$ cat src/rtl/core/crr_pkg.sv
// Shared constants, register indexes and color expansion tables for the
// center-crop / nearest-neighbor resize unit. No dependencies.
`default_nettype none

package crr_pkg;

  // Field widths fixed by the interface
  localparam int unsigned CFG_W       = 12;
  localparam int unsigned PIX_W       = 16;
  localparam int unsigned CH_W        = 8;
  localparam int unsigned OUT_CRD_W   = 7;

  // Register reset values
  localparam int unsigned FRAME_WIDTH_RST  = 320;
  localparam int unsigned FRAME_HEIGHT_RST = 240;

  // Default sizes for the top-level parameters
  localparam int unsigned OUT_WIDTH_DEF     = 96;
  localparam int unsigned OUT_HEIGHT_DEF    = 96;
  localparam int unsigned MAX_FRAME_DIM_DEF = 2048;

  // Configuration register indexes
  localparam logic CFG_FRAME_WIDTH  = 1'b0;
  localparam logic CFG_FRAME_HEIGHT = 1'b1;

  typedef logic [31:0][CH_W-1:0] exp5_lut_t;
  typedef logic [63:0][CH_W-1:0] exp6_lut_t;

  // v * 255 / 31, rounded down, for every 5-bit code
  function automatic exp5_lut_t gen_exp5();
    exp5_lut_t lut;
    for (int i = 0; i < 32; i++) begin
      lut[i] = CH_W'((i * 255) / 31);
    end
    return lut;
  endfunction

  // v * 255 / 63, rounded down, for every 6-bit code
  function automatic exp6_lut_t gen_exp6();
    exp6_lut_t lut;
    for (int i = 0; i < 64; i++) begin
      lut[i] = CH_W'((i * 255) / 63);
    end
    return lut;
  endfunction

  localparam exp5_lut_t EXP5_LUT = gen_exp5();
  localparam exp6_lut_t EXP6_LUT = gen_exp6();

endpackage

`default_nettype wire

$ cat src/rtl/core/crop_resize_rgb565_to_rgb888_unit.sv
// Center-crop and nearest-neighbor downscale of an RGB565 pixel stream to RGB888.
// Depends on crr_pkg (widths, register indexes, expansion tables).
`default_nettype none

// Usage
//   Input channel: pixel_i / frame_start_i with in_valid_i, in_stall_o. One item
//   is one source pixel in raster order; frame_start_i marks the first pixel of
//   a frame and returns source and output positions to zero.
//   Output channel: red/green/blue, out_col/out_row, frame_done with
//   out_valid_o, out_stall_i. Only source pixels picked by the resize give an
//   item; frame_done flags the last output pixel of the frame.
//   Config: cfg_we_i writes cfg_data_i into frame_width (index 0) or
//   frame_height (index 1). Values are clamped to the downscale range inside.
//   Throughput: one pixel per clock while the output is not stalled. An item
//   accepted into the input register passes its result to the result register.
//   Datapath: input register -> position compare (one col*side multiply and a
//   constant multiply per axis) and channel tables -> result register.
//   Stall: a result waits in the result register; the input register still
//   fills, and in_stall_o rises only while both registers are held.
//   Reset: registers return to 320 x 240, all counters to zero, no item held.
module crop_resize_rgb565_to_rgb888_unit #(
  parameter int unsigned OUT_WIDTH     = crr_pkg::OUT_WIDTH_DEF,
  parameter int unsigned OUT_HEIGHT    = crr_pkg::OUT_HEIGHT_DEF,
  parameter int unsigned MAX_FRAME_DIM = crr_pkg::MAX_FRAME_DIM_DEF
) (
  input  wire                           clk_i,
  input  wire                           rst_ni,
  // config write port
  input  wire                           cfg_we_i,
  input  wire                           cfg_idx_i,
  input  wire [crr_pkg::CFG_W-1:0]      cfg_data_i,
  // source pixels
  input  wire                           in_valid_i,
  output logic                          in_stall_o,
  input  wire [crr_pkg::PIX_W-1:0]      pixel_i,
  input  wire                           frame_start_i,
  // resized pixels
  output logic                          out_valid_o,
  input  wire                           out_stall_i,
  output logic [crr_pkg::CH_W-1:0]      red_o,
  output logic [crr_pkg::CH_W-1:0]      green_o,
  output logic [crr_pkg::CH_W-1:0]      blue_o,
  output logic [crr_pkg::OUT_CRD_W-1:0] out_col_o,
  output logic [crr_pkg::OUT_CRD_W-1:0] out_row_o,
  output logic                          frame_done_o
);
  import crr_pkg::*;

  // dimension values run up to MAX_FRAME_DIM, positions stay below it
  localparam int unsigned DW     = $clog2(MAX_FRAME_DIM + 1);
  localparam int unsigned CNT_W  = $clog2(MAX_FRAME_DIM);
  localparam int unsigned EW     = (CFG_W > DW) ? CFG_W : DW;
  localparam int unsigned DIM_LO = (OUT_WIDTH > OUT_HEIGHT) ? OUT_WIDTH : OUT_HEIGHT;
  localparam int unsigned OCW    = (OUT_WIDTH > 1) ? $clog2(OUT_WIDTH) : 1;
  localparam int unsigned ORW    = $clog2(OUT_HEIGHT + 1);
  // compare widths: index*side and offset*OUT+OUT both stay at or below MAX*OUT
  localparam int unsigned MWC    = DW + $clog2(OUT_WIDTH + 1) + 1;
  localparam int unsigned MWR    = DW + $clog2(OUT_HEIGHT + 1) + 1;

  // crop geometry that follows from the reset frame size
  localparam int unsigned RST_W_EFF = (FRAME_WIDTH_RST < DIM_LO) ? DIM_LO :
      (FRAME_WIDTH_RST > MAX_FRAME_DIM) ? MAX_FRAME_DIM : FRAME_WIDTH_RST;
  localparam int unsigned RST_H_EFF = (FRAME_HEIGHT_RST < DIM_LO) ? DIM_LO :
      (FRAME_HEIGHT_RST > MAX_FRAME_DIM) ? MAX_FRAME_DIM : FRAME_HEIGHT_RST;
  localparam int unsigned RST_SIDE  = (RST_W_EFF < RST_H_EFF) ? RST_W_EFF : RST_H_EFF;
  localparam int unsigned RST_CX    = (RST_W_EFF - RST_SIDE) / 2;
  localparam int unsigned RST_CY    = (RST_H_EFF - RST_SIDE) / 2;

  // clamp a register value into the downscale range
  function automatic logic [DW-1:0] eff_dim(input logic [CFG_W-1:0] v);
    logic [EW-1:0] ve;
    ve = EW'(v);
    if (ve < EW'(DIM_LO)) begin
      return DW'(DIM_LO);
    end else if (ve > EW'(MAX_FRAME_DIM)) begin
      return DW'(MAX_FRAME_DIM);
    end else begin
      return DW'(ve);
    end
  endfunction

  // ---------------------------------------------------------------------------
  // Configuration registers and derived crop geometry
  // ---------------------------------------------------------------------------
  logic [CFG_W-1:0] frame_width_q, frame_height_q;
  logic [DW-1:0]    w_eff, h_eff, side_d, side_q, w_q, crop_x_d, crop_x_q, crop_y_d, crop_y_q;

  always_ff @(posedge clk_i or negedge rst_ni) begin
    if (!rst_ni) begin
      frame_width_q  <= CFG_W'(FRAME_WIDTH_RST);
      frame_height_q <= CFG_W'(FRAME_HEIGHT_RST);
    end else if (cfg_we_i) begin
      unique case (cfg_idx_i)
        CFG_FRAME_WIDTH:  frame_width_q  <= cfg_data_i;
        CFG_FRAME_HEIGHT: frame_height_q <= cfg_data_i;
        default:          frame_width_q  <= frame_width_q;
      endcase
    end
  end

  // Geometry is registered; the input register gives it time to settle
  // after a write before the next pixel reaches the compare.
  always_comb begin
    w_eff    = eff_dim(frame_width_q);
    h_eff    = eff_dim(frame_height_q);
    side_d   = (w_eff < h_eff) ? w_eff : h_eff;
    crop_x_d = (w_eff - side_d) >> 1;
    crop_y_d = (h_eff - side_d) >> 1;
  end

  always_ff @(posedge clk_i or negedge rst_ni) begin
    if (!rst_ni) begin
      w_q      <= DW'(RST_W_EFF);
      side_q   <= DW'(RST_SIDE);
      crop_x_q <= DW'(RST_CX);
      crop_y_q <= DW'(RST_CY);
    end else begin
      w_q      <= w_eff;
      side_q   <= side_d;
      crop_x_q <= crop_x_d;
      crop_y_q <= crop_y_d;
    end
  end

  // ---------------------------------------------------------------------------
  // Handshake: input register and result register
  // ---------------------------------------------------------------------------
  logic                s1_valid_q;
  logic [PIX_W-1:0]    s1_pixel_q;
  logic                s1_fs_q;
  logic                out_valid_q;
  logic                advance, in_accept, hit;

  assign advance    = s1_valid_q && (!out_valid_q || !out_stall_i);
  assign in_stall_o = s1_valid_q && !advance;
  assign in_accept  = in_valid_i && !in_stall_o;

  always_ff @(posedge clk_i or negedge rst_ni) begin
    if (!rst_ni) begin
      s1_valid_q <= 1'b0;
    end else if (in_accept) begin
      s1_valid_q <= 1'b1;
    end else if (advance) begin
      s1_valid_q <= 1'b0;
    end
  end

  always_ff @(posedge clk_i) begin
    if (in_accept) begin
      s1_pixel_q <= pixel_i;
      s1_fs_q    <= frame_start_i;
    end
  end

  // ---------------------------------------------------------------------------
  // Position tracking and pixel pick
  // ---------------------------------------------------------------------------
  logic [CNT_W-1:0] src_col_q, src_row_q, src_col_d, src_row_d;
  logic [OCW-1:0]   nxt_col_q, nxt_col_d;
  logic [ORW-1:0]   nxt_row_q, nxt_row_d;

  logic [CNT_W-1:0] col, row;
  logic [OCW-1:0]   nc;
  logic [ORW-1:0]   nr;
  logic [DW-1:0]    col_off, row_off;
  logic [MWC-1:0]   lhs_c, rhs_c;
  logic [MWR-1:0]   lhs_r, rhs_r;
  logic             col_hit, row_hit, last;

  always_comb begin
    // frame start puts this pixel at the origin
    col = s1_fs_q ? '0 : src_col_q;
    row = s1_fs_q ? '0 : src_row_q;
    nc  = s1_fs_q ? '0 : nxt_col_q;
    nr  = s1_fs_q ? '0 : nxt_row_q;
    // a shrunk width wraps the column at once
    if (DW'(col) >= w_q) begin
      col = '0;
    end

    // source column x is picked by output column c when
    // (x - crop_x) * OUT_WIDTH <= c * side < (x - crop_x + 1) * OUT_WIDTH
    col_off = DW'(col) - crop_x_q;
    lhs_c   = MWC'(nc) * MWC'(side_q);
    rhs_c   = MWC'(col_off) * MWC'(OUT_WIDTH);
    col_hit = (DW'(col) >= crop_x_q) && (lhs_c >= rhs_c) &&
              (lhs_c < rhs_c + MWC'(OUT_WIDTH));

    row_off = DW'(row) - crop_y_q;
    lhs_r   = MWR'(nr) * MWR'(side_q);
    rhs_r   = MWR'(row_off) * MWR'(OUT_HEIGHT);
    row_hit = (DW'(row) >= crop_y_q) && (lhs_r >= rhs_r) &&
              (lhs_r < rhs_r + MWR'(OUT_HEIGHT));

    hit  = (nr < ORW'(OUT_HEIGHT)) && (32'(nc) < OUT_WIDTH) && col_hit && row_hit;
    last = (32'(nc) == OUT_WIDTH - 1) && (32'(nr) == OUT_HEIGHT - 1);

    // next output position
    nxt_col_d = nc;
    nxt_row_d = nr;
    if (hit) begin
      if (32'(nc) + 1 >= OUT_WIDTH) begin
        nxt_col_d = '0;
        nxt_row_d = nr + 1'b1;
      end else begin
        nxt_col_d = nc + 1'b1;
      end
    end

    // next source position; row count sticks at the last row
    if (DW'(col) + 1'b1 >= w_q) begin
      src_col_d = '0;
      src_row_d = (32'(row) < MAX_FRAME_DIM - 1) ? row + 1'b1 : row;
    end else begin
      src_col_d = col + 1'b1;
      src_row_d = row;
    end
  end

  always_ff @(posedge clk_i or negedge rst_ni) begin
    if (!rst_ni) begin
      src_col_q <= '0;
      src_row_q <= '0;
      nxt_col_q <= '0;
      nxt_row_q <= '0;
    end else if (advance) begin
      src_col_q <= src_col_d;
      src_row_q <= src_row_d;
      nxt_col_q <= nxt_col_d;
      nxt_row_q <= nxt_row_d;
    end
  end

  // ---------------------------------------------------------------------------
  // Result register
  // ---------------------------------------------------------------------------
  always_ff @(posedge clk_i or negedge rst_ni) begin
    if (!rst_ni) begin
      out_valid_q <= 1'b0;
    end else if (advance) begin
      out_valid_q <= hit;
    end else if (out_valid_q && !out_stall_i) begin
      out_valid_q <= 1'b0;
    end
  end

  always_ff @(posedge clk_i) begin
    if (advance && hit) begin
      red_o        <= EXP5_LUT[s1_pixel_q[15:11]];
      green_o      <= EXP6_LUT[s1_pixel_q[10:5]];
      blue_o       <= EXP5_LUT[s1_pixel_q[4:0]];
      out_col_o    <= OUT_CRD_W'(nc);
      out_row_o    <= OUT_CRD_W'(nr);
      frame_done_o <= last;
    end
  end

  assign out_valid_o = out_valid_q;

endmodule

`default_nettype wire
$ cat config.mk
export PLATFORM = sky130hd
export DESIGN_NAME = crop_resize_rgb565_to_rgb888_unit
export DESIGN_NICKNAME = d
export VERILOG_FILES = /design/src/rtl/core/crr_pkg.sv /design/src/rtl/core/crop_resize_rgb565_to_rgb888_unit.sv
export SDC_FILE = /design/constraint.sdc
export NUM_CORES = 1
export LEC_CHECK = 0
export BUFFER_PORTS_ARGS = -buffer_cell sky130_fd_sc_hd__clkbuf_2
export CAP_MARGIN = 20
export CORE_ASPECT_RATIO = 1.1
export CORE_MARGIN = 3
export CORE_UTILIZATION = 54
export CTS_CLUSTER_DIAMETER = 120
export DETAILED_ROUTE_END_ITERATION = 7
export PLACE_DENSITY = 0.74
export SETUP_SLACK_MARGIN = 0.2
export SYNTH_ARGS = -nofsm -noshare
export SYNTH_HDL_FRONTEND = slang
export SYNTH_SLANG_ARGS = --single-unit
$ cat constraint.sdc
create_clock -name clk_i -period 10 [get_ports clk_i]
set_clock_uncertainty 0.1 [all_clocks]
set_input_delay 2.5 -clock clk_i [delete_from_list [all_inputs] [get_ports clk_i]]
set_output_delay 2.5 -clock clk_i [all_outputs]
set_load 0.02 [all_outputs]
# After elaboration in Yosys (flattened, before gate mapping)
# Memory sizes are Yosys's and may differ from the RTL's. A register that Yosys moved wholly into a read port is not among the register bits.
# Cells that the tools add are included.
word_totals:
  word_cells: 99
  output_inout_bits: 41
  rom_bits: 1024
  inputBits: 35
  register_bits: 140
  memories: 3
memory_table:
  columns: ["name", "depth", "width", "rd", "rd_ports_with_merged_regs", "write_ports", "line", "rtl"]
  rows:
  - ["(name not given)", 64, 8, 1, 1, 0, "crop_resize_rgb565_to_rgb888_unit.sv:250", "green_o <= EXP6_LUT[s1_pixel_q[10:5]];"]
  - ["(name not given)", 32, 8, 1, 1, 0, "crop_resize_rgb565_to_rgb888_unit.sv:251", "blue_o <= EXP5_LUT[s1_pixel_q[4:0]];"]
  - ["(name not given)", 32, 8, 1, 1, 0, "crop_resize_rgb565_to_rgb888_unit.sv:249", "red_o <= EXP5_LUT[s1_pixel_q[15:11]];"]
op_classes:
  mul: 4
  n_addsub: 12
  order_cmp: 17
  reduce_logical: 22
  bitwise_logic: 1
  mux: 21
  eq_ne: 2
ops:
  columns: ["op", "n"]
  rows:
  - ["2-to-1 mux 11 bit", 6]
  - ["2-to-1 mux 12 bit", 5]
  - ["2-to-1 mux 7 bit", 6]
  - ["adder 19 x 7 -> 20 bit (second input constant)", 2]
  - ["< comparator 19 x 20 -> 1 bit", 2]
  - ["greater-or-equal comparator 19 bit", 2]
  - ["multiplier 7 x 12 -> 19 bit", 2]
  - ["multiplier 12 x 2 -> 14 bit (second input constant)", 2]
  - ["> comparator 12 bit (second input constant)", 2]
  - ["< comparator 12 x 7 -> 1 bit (second input constant)", 2]
  - ["subtractor 11 x 11 -> 12 bit", 2]
  - ["subtractor 12 bit", 2]
  - ["adder 11 x 1 -> 11 bit (second input constant)", 2]
  - ["greater-or-equal comparator 11 bit", 2]
  - ["adder 7 x 1 -> 7 bit (second input constant)", 2]
  - ["equality test 7 bit (second input constant)", 2]
  - ["< comparator 7 bit (second input constant)", 2]
  - ["logical AND 1 bit", 13]
  - ["adder 11 x 1 -> 12 bit (second input constant)", 1]
  - ["greater-or-equal comparator 11 x 12 -> 1 bit", 1]
  - ["greater-or-equal comparator 12 bit", 1]
  - ["< comparator 12 bit", 1]
  - ["< comparator 11 bit (second input constant)", 1]
  - ["adder 7 x 1 -> 8 bit (second input constant)", 1]
  - ["7 further kinds", 15]

# Logic depth before layout (Yosys ltp)
depth:
  word_depth: 11
  depth_mapped: 42
  mapped_depth_nobuf: 37

# Worst setup path after synthesis
# OpenSTA, ideal clock, no wires.
synth_timing:
  kind: "flip-flop to flip-flop"
  startpoint: "register s1_fs_q"
  endpoint: "register blue_o[0] (netlist bit), enable pin"
  setup_ps: 440
  required_ps: 9460
  setup_slack_ps: -1
  path_buffers: 5
  stages_incl_launch_ff: 38
  arrival_ps: 9462
  cell_sequence: "edfxtp_1 -> buf_2 -> clkbuf_1 -> clkbuf_1 -> nand2b_1 -> ha_1 -> nand2b_1 -> a21o_1 -> a21o_1 -> a21oi_1 -> nor2b_1 -> o21ai_0 -> a211o_1 -> o22ai_1 -> clkbuf_1 -> clkbuf_1 -> nor3b_1 -> inv_1 -> [... 2 more ...] -> ha_1 -> a21oi_1 -> o2111ai_1 -> a21o_1 -> a21o_1 -> a2111oi_0 -> a211oi_2 -> xnor2_2 -> ha_1 -> o21ai_0 -> nand2b_1 -> a21oi_1 -> a2111oi_0 -> o21a_1 -> o2111ai_1 -> a2111oi_4 -> a21oi_2 -> nor2_1"
synth_between:
  elab_chain_len: 11
  word_cells_on_any_way: 30
  classes_between: "4 x add/sub; 4 x mul; 9 x order compare; 5 x mux; 8 x reduce/logical"
synth_lines:
  columns: ["item", "line", "rtl"]
  rows:
  - ["from (decl)", "crop_resize_rgb565_to_rgb888_unit.sv:130", "logic s1_fs_q;"]
  - ["from (signal assigned)", "crop_resize_rgb565_to_rgb888_unit.sv:151", "s1_fs_q <= frame_start_i;"]
  - ["2-to-1 mux 11 bit", "crop_resize_rgb565_to_rgb888_unit.sv:172", "col = s1_fs_q ? '0 : src_col_q;"]
  - ["greater-or-equal comparator 11 x 12 -> 1 bit", "crop_resize_rgb565_to_rgb888_unit.sv:177", "if (DW'(col) >= w_q) begin"]
  - ["2-to-1 mux 11 bit", "crop_resize_rgb565_to_rgb888_unit.sv:177", null]
  - ["subtractor 11 x 11 -> 12 bit", "crop_resize_rgb565_to_rgb888_unit.sv:183", "col_off = DW'(col) - crop_x_q;"]
  - ["multiplier 12 x 2 -> 14 bit", "crop_resize_rgb565_to_rgb888_unit.sv:185", "rhs_c = MWC'(col_off) * MWC'(OUT_WIDTH);"]
  - ["adder 19 x 7 -> 20 bit or greater-or-equal comparator 19 bit (tied branches)", "crop_resize_rgb565_to_rgb888_unit.sv:187, crop_resize_rgb565_to_rgb888_unit.sv:186", null]
  - ["< comparator 19 x 20 -> 1 bit or logical AND 1 bit (tied branches)", "crop_resize_rgb565_to_rgb888_unit.sv:187, crop_resize_rgb565_to_rgb888_unit.sv:186", null]
  - ["logical AND 1 bit", "crop_resize_rgb565_to_rgb888_unit.sv:186", "col_hit = (DW'(col) >= crop_x_q) && (lhs_c >= rhs_c) &&"]
  - ["logical AND 1 bit", "crop_resize_rgb565_to_rgb888_unit.sv:195", "hit = (nr < ORW'(OUT_HEIGHT)) && (32'(nc) < OUT_WIDTH) && col_hit && row_hit;"]
  - ["logical AND 1 bit (*)", "crop_resize_rgb565_to_rgb888_unit.sv:195", null]
  - ["logical AND 1 bit (*)", "crop_resize_rgb565_to_rgb888_unit.sv:248", "if (advance && hit) begin"]
  - ["to (decl)", "crop_resize_rgb565_to_rgb888_unit.sv:42", "output logic [crr_pkg::CH_W-1:0] blue_o,"]
# Mark *: on every way between the ends. The rest lies on a longest branch, timed or not.
# A chain may end at the register's enable or synchronous reset.

# Worst setup path after layout
layout_timing:
  startpoint: "register s1_fs_q"
  endpoint: "register nxt_row_q[3]"
layout_between:
  elab_chain_len: 11
  word_cells_on_any_way: 34
  classes_between: "6 x add/sub; 4 x mul; 10 x order compare; 7 x mux; 7 x reduce/logical"
layout_lines:
  columns: ["item", "line", "rtl"]
  rows:
  - ["2-to-1 mux 11 bit", "crop_resize_rgb565_to_rgb888_unit.sv:172", null]
  - ["greater-or-equal comparator 11 x 12 -> 1 bit", "crop_resize_rgb565_to_rgb888_unit.sv:177", null]
  - ["2-to-1 mux 11 bit", "crop_resize_rgb565_to_rgb888_unit.sv:177", null]
  - ["subtractor 11 x 11 -> 12 bit", "crop_resize_rgb565_to_rgb888_unit.sv:183", null]
  - ["multiplier 12 x 2 -> 14 bit", "crop_resize_rgb565_to_rgb888_unit.sv:185", null]
  - ["adder 19 x 7 -> 20 bit or greater-or-equal comparator 19 bit (tied branches)", "crop_resize_rgb565_to_rgb888_unit.sv:187, crop_resize_rgb565_to_rgb888_unit.sv:186", null]
  - ["< comparator 19 x 20 -> 1 bit or logical AND 1 bit (tied branches)", "crop_resize_rgb565_to_rgb888_unit.sv:187, crop_resize_rgb565_to_rgb888_unit.sv:186", null]
  - ["logical AND 1 bit", "crop_resize_rgb565_to_rgb888_unit.sv:186", null]
  - ["logical AND 1 bit (2 in series)", "crop_resize_rgb565_to_rgb888_unit.sv:195", null]
  - ["2-to-1 mux 7 bit (*)", "crop_resize_rgb565_to_rgb888_unit.sv:201", "if (hit) begin"]
  - ["to (signal assigned)", "crop_resize_rgb565_to_rgb888_unit.sv:230", "nxt_row_q <= nxt_row_d;"]
  - ["to (decl)", "crop_resize_rgb565_to_rgb888_unit.sv:160", "logic [ORW-1:0] nxt_row_q, nxt_row_d;"]
# Marks and branches as above.

==> flow_summary.json <==
{
  "cts_max_path_buffers": 2,
  "crit_fanout": 20,
  "wl_per_cell_um": 16.60,
  "fin_crit_ns": 8.982,
  "grt_start_max_net_pins": 71,
  "drive_gt1_share_pct": 10.15,
  "totalWireLength_um": 40000,
  "end_kind": "flip-flop",
  "worstSetupPathType": "reg2reg",
  "setup_ws_ns": 1.018,
  "yosysWarnings": 0,
  "syn_inst": 1916,
  "crit_top_cell": "a21o_1",
  "synthAdderAreaFrac_pct": 28.98,
  "vdd_drop_max_mv": 0.2400,
  "synth_compound_area_share_pct": 13.72,
  "ys.flop_type": "dfrtp_1",
  "yosys.area_share.simple_pct": 18.13,
  "pre_cts_ws_ns": 1.145,
  "grt_use_total_pct": 23.66,
  "ctsHoldBuffers": 0,
  "synthTopCellsByCount": "ha_1, inv_1, nand2_1",
  "clock-root-buffer": "clkbuf_16",
  "hpwl_um": 31520,
  "timing.final.crit_share_pct": 89.82,
  "diodes": 0,
  "io_pins": 76,
  "place_inst": 2378,
  "cp.arrival_ns": 9.20,
  "hp-class": "reg2reg",
  "synth.avg_cell_area_um2": 9.089,
  "rsz0062_at_grt": "false",
  "p_leak_uw": 0.009466,
  "synthTopCellsByArea": "ha_1, dfrtp_1, fa_1",
  "worstSkewPairLatency_ns": 0.43,
  "grt_pass1_wl_um": 67470,
  "postCtsSetupRepairBufs": 0,
  "area_delta_synth_final_pct": 8.370,
  "grt_pass1_vias": 14060,
  "synth_edf_count": 56,
  "slowest_stage": "edfxtp_1",
  "slew_headroom_pct": 32.26,
  "synth_xor_area_share_pct": 5.575,
  "synth_seq_cells": 164,
  "yosysUniqueCellTypes": 84,
  "post-route-drc-count": 0,
  "fillers": 2677,
  "clk_pin_slew_worst_paths_ns": 0.08,
  "hold_viol_final": 0,
  "fp.dieW_um": 177.2,
  "synthesis.area_um2": 17420,
  "cts_resized": 0,
  "fin_cells": 2410,
  "ant_nets": 0,
  "grt_overflow": 0,
  "crit_required_ns": 10.22,
  "cts_tree": "yes",
  "powerDensity_nw_per_um2": 288.6,
  "fmax_mhz": 111.3,
  "async_flop_share_pct": 65.85,
  "nets": 2353,
  "antenna_found_initial": 0,
  "htree_levels": 4,
  "yosys.cell_count.top_type": "ha_1",
  "cts_sinks": 164,
  "io_buffer_count": 75,
  "maxCapViolCount": 0,
  "numCtsBuffers": 17,
  "tightest_slew_ns": 1.014,
  "via_count": 13810,
  "drtIter0Drc": 761,
  "num_rows": 68,
  "yosysSeqAreaShare_pct": 25.27,
  "max_stage_delay_ns": 0.59,
  "dieArea_um2": 34440,
  "yosys.area.top_type_share_pct": 17.03,
  "status": "finished clean",
  "synth.area.mux_share_pct": 1.969,
  "final_max_slew_viol_count": 0,
  "start_kind": "flip-flop",
  "syn-num-nets": 2292,
  "setup_tns_ns": 0,
  "routed_via_density": 5.728,
  "gp_congestion": 0.9041,
  "synth_top_family_by_area": "adder cells",
  "setup_violations": 0,
  "start_util_pct": 55.17,
  "synth_top_area_cell": "ha_1",
  "die_height_um": 194.4,
  "core-area_um2": 31570,
  "dr.pass1.iters": 6
}
## final timing paths
| check | slack, ns | end | from | depth (start not counted) |
|---|---|---|---|---|
| min in group asynchronous | 1.94 | src_col_q[8] | rst_ni | 1 |
| hold reg to reg | 0.36 | red_o[3] | s1_pixel_q[11] | 0 |
| setup / recovery | 1.02 | nxt_row_q[3] | s1_fs_q | 34 |
| max in group asynchronous | 6.56 | nxt_col_q[4] | rst_ni | 2 |
| hold / removal | 0.36 | red_o[3] | s1_pixel_q[11] | 0 |
| setup reg to reg | 1.02 | nxt_row_q[3] | s1_fs_q | 34 |
## per-stage QoR
stage	instance area, um2	power [uW]	hold slack (ns)	utilization [%]
3_3_place_gp	18270	4627	0.3393	57.88
4_1_cts	18870	5447	0.3602	59.79
2_1_floorplan	17420	3932	0.3264	-
3_5_place_dp	18270	4756	0.3467	57.88
5_1_grt	18870	5989	0.3794	59.79
6_report	18870	5446	0.3590	59.79
## layer usage
layer / track usage, % / up-vias / wire (um)
li1: - / 6654 / -
met1: 30.82 / 6732 / 17110
met2: 41.10 / 348 / 20030
met3: 3.224 / 71 / 1887
met4: 6.781 / 0 / 977
met5: 0 / - / 0
## cells by family (layout without fill, tap and decap cells)
group / count (synthesis) / count (layout)
flip-flops: 164 / 164
multiplexers: 30 / 30
AO/OA/AOI/OAI: 340 / 340
AND/OR/NAND/NOR: 642 / 642
adder cells (fa/ha/maj): 341 / 341
buffers and inverters: 289 / 363
XOR/XNOR: 110 / 110
## flip-flops by register name, summed over array words and instances (netlist names), 8 cells and up
name and flops:
blue_o 8, crop_x_q 11, crop_y_q 11, frame_height_q 12
frame_width_q 12, green_o 8, red_o 8, s1_pixel_q 16
side_q 12, src_col_q 11, src_row_q 11, w_q 12
## worst max-delay path: cells and delay by family (launching register included)
family	cells	cell delay (ns)
XOR/XNOR	2	0.76
AO/OA/AOI/OAI	20	4.38
buffers and inverters	2	0.32
adder cells (fa/ha/maj)	4	1.35
flip-flops	1	0.59
AND/OR/NAND/NOR	6	1.35
## power by group
group	internal, uW	leakage [uW]	total [uW]	switching, uW
logic	1620	0.00730	3830	2210
clock network	339	0.000294	664	326
registers	806	0.00187	950	144
total	2770	0.00947	5450	2680
## layout by cell type, fill, tap and decap left out, types with 6 or more instances in the layout
master	instances
dfrtp_1	94
edfxtp_1	56
a22o_1	10
nand4_1	11
nor3_1	43
mux2_2	24
fa_1	104
nor3b_1	7
inv_1	231
a211o_1	9
nand2b_1	23
clkinv_8	6
clkbuf_2	74
a21o_1	37
or3_1	6
a21boi_0	8
nand2_1	224
and3_1	15
nor2b_1	64
a211oi_1	7
ha_1	237
o21bai_1	10
o21a_1	31
xor2_1	36
nor4_1	12
nand3_1	58
buf_4	24
a2111oi_0	7
nor2_1	94
clkbuf_16	17
xnor2_1	73
dfstp_2	14
o211ai_1	6
o2111ai_1	9
o21ai_0	66
and2_1	61
inv_6	6
a21oi_1	72
## final cells by class
| class | instances | area, um2 | share of cell area, % |
|---|---|---|---|
| Multi-Input combinational cell | 1463 | 11920 | 63.15 |
| Sequential cell | 164 | 4402 | 23.32 |
| Inverter | 233 | 874.6 | 4.634 |
| Timing Repair Buffer | 98 | 550.5 | 2.917 |
| Tap cell | 420 | 525.5 | 2.784 |
| Clock buffer | 17 | 425.4 | 2.254 |
| Clock inverter | 15 | 177.7 | 0.9414 |
(Power assumes the default switching activity.)
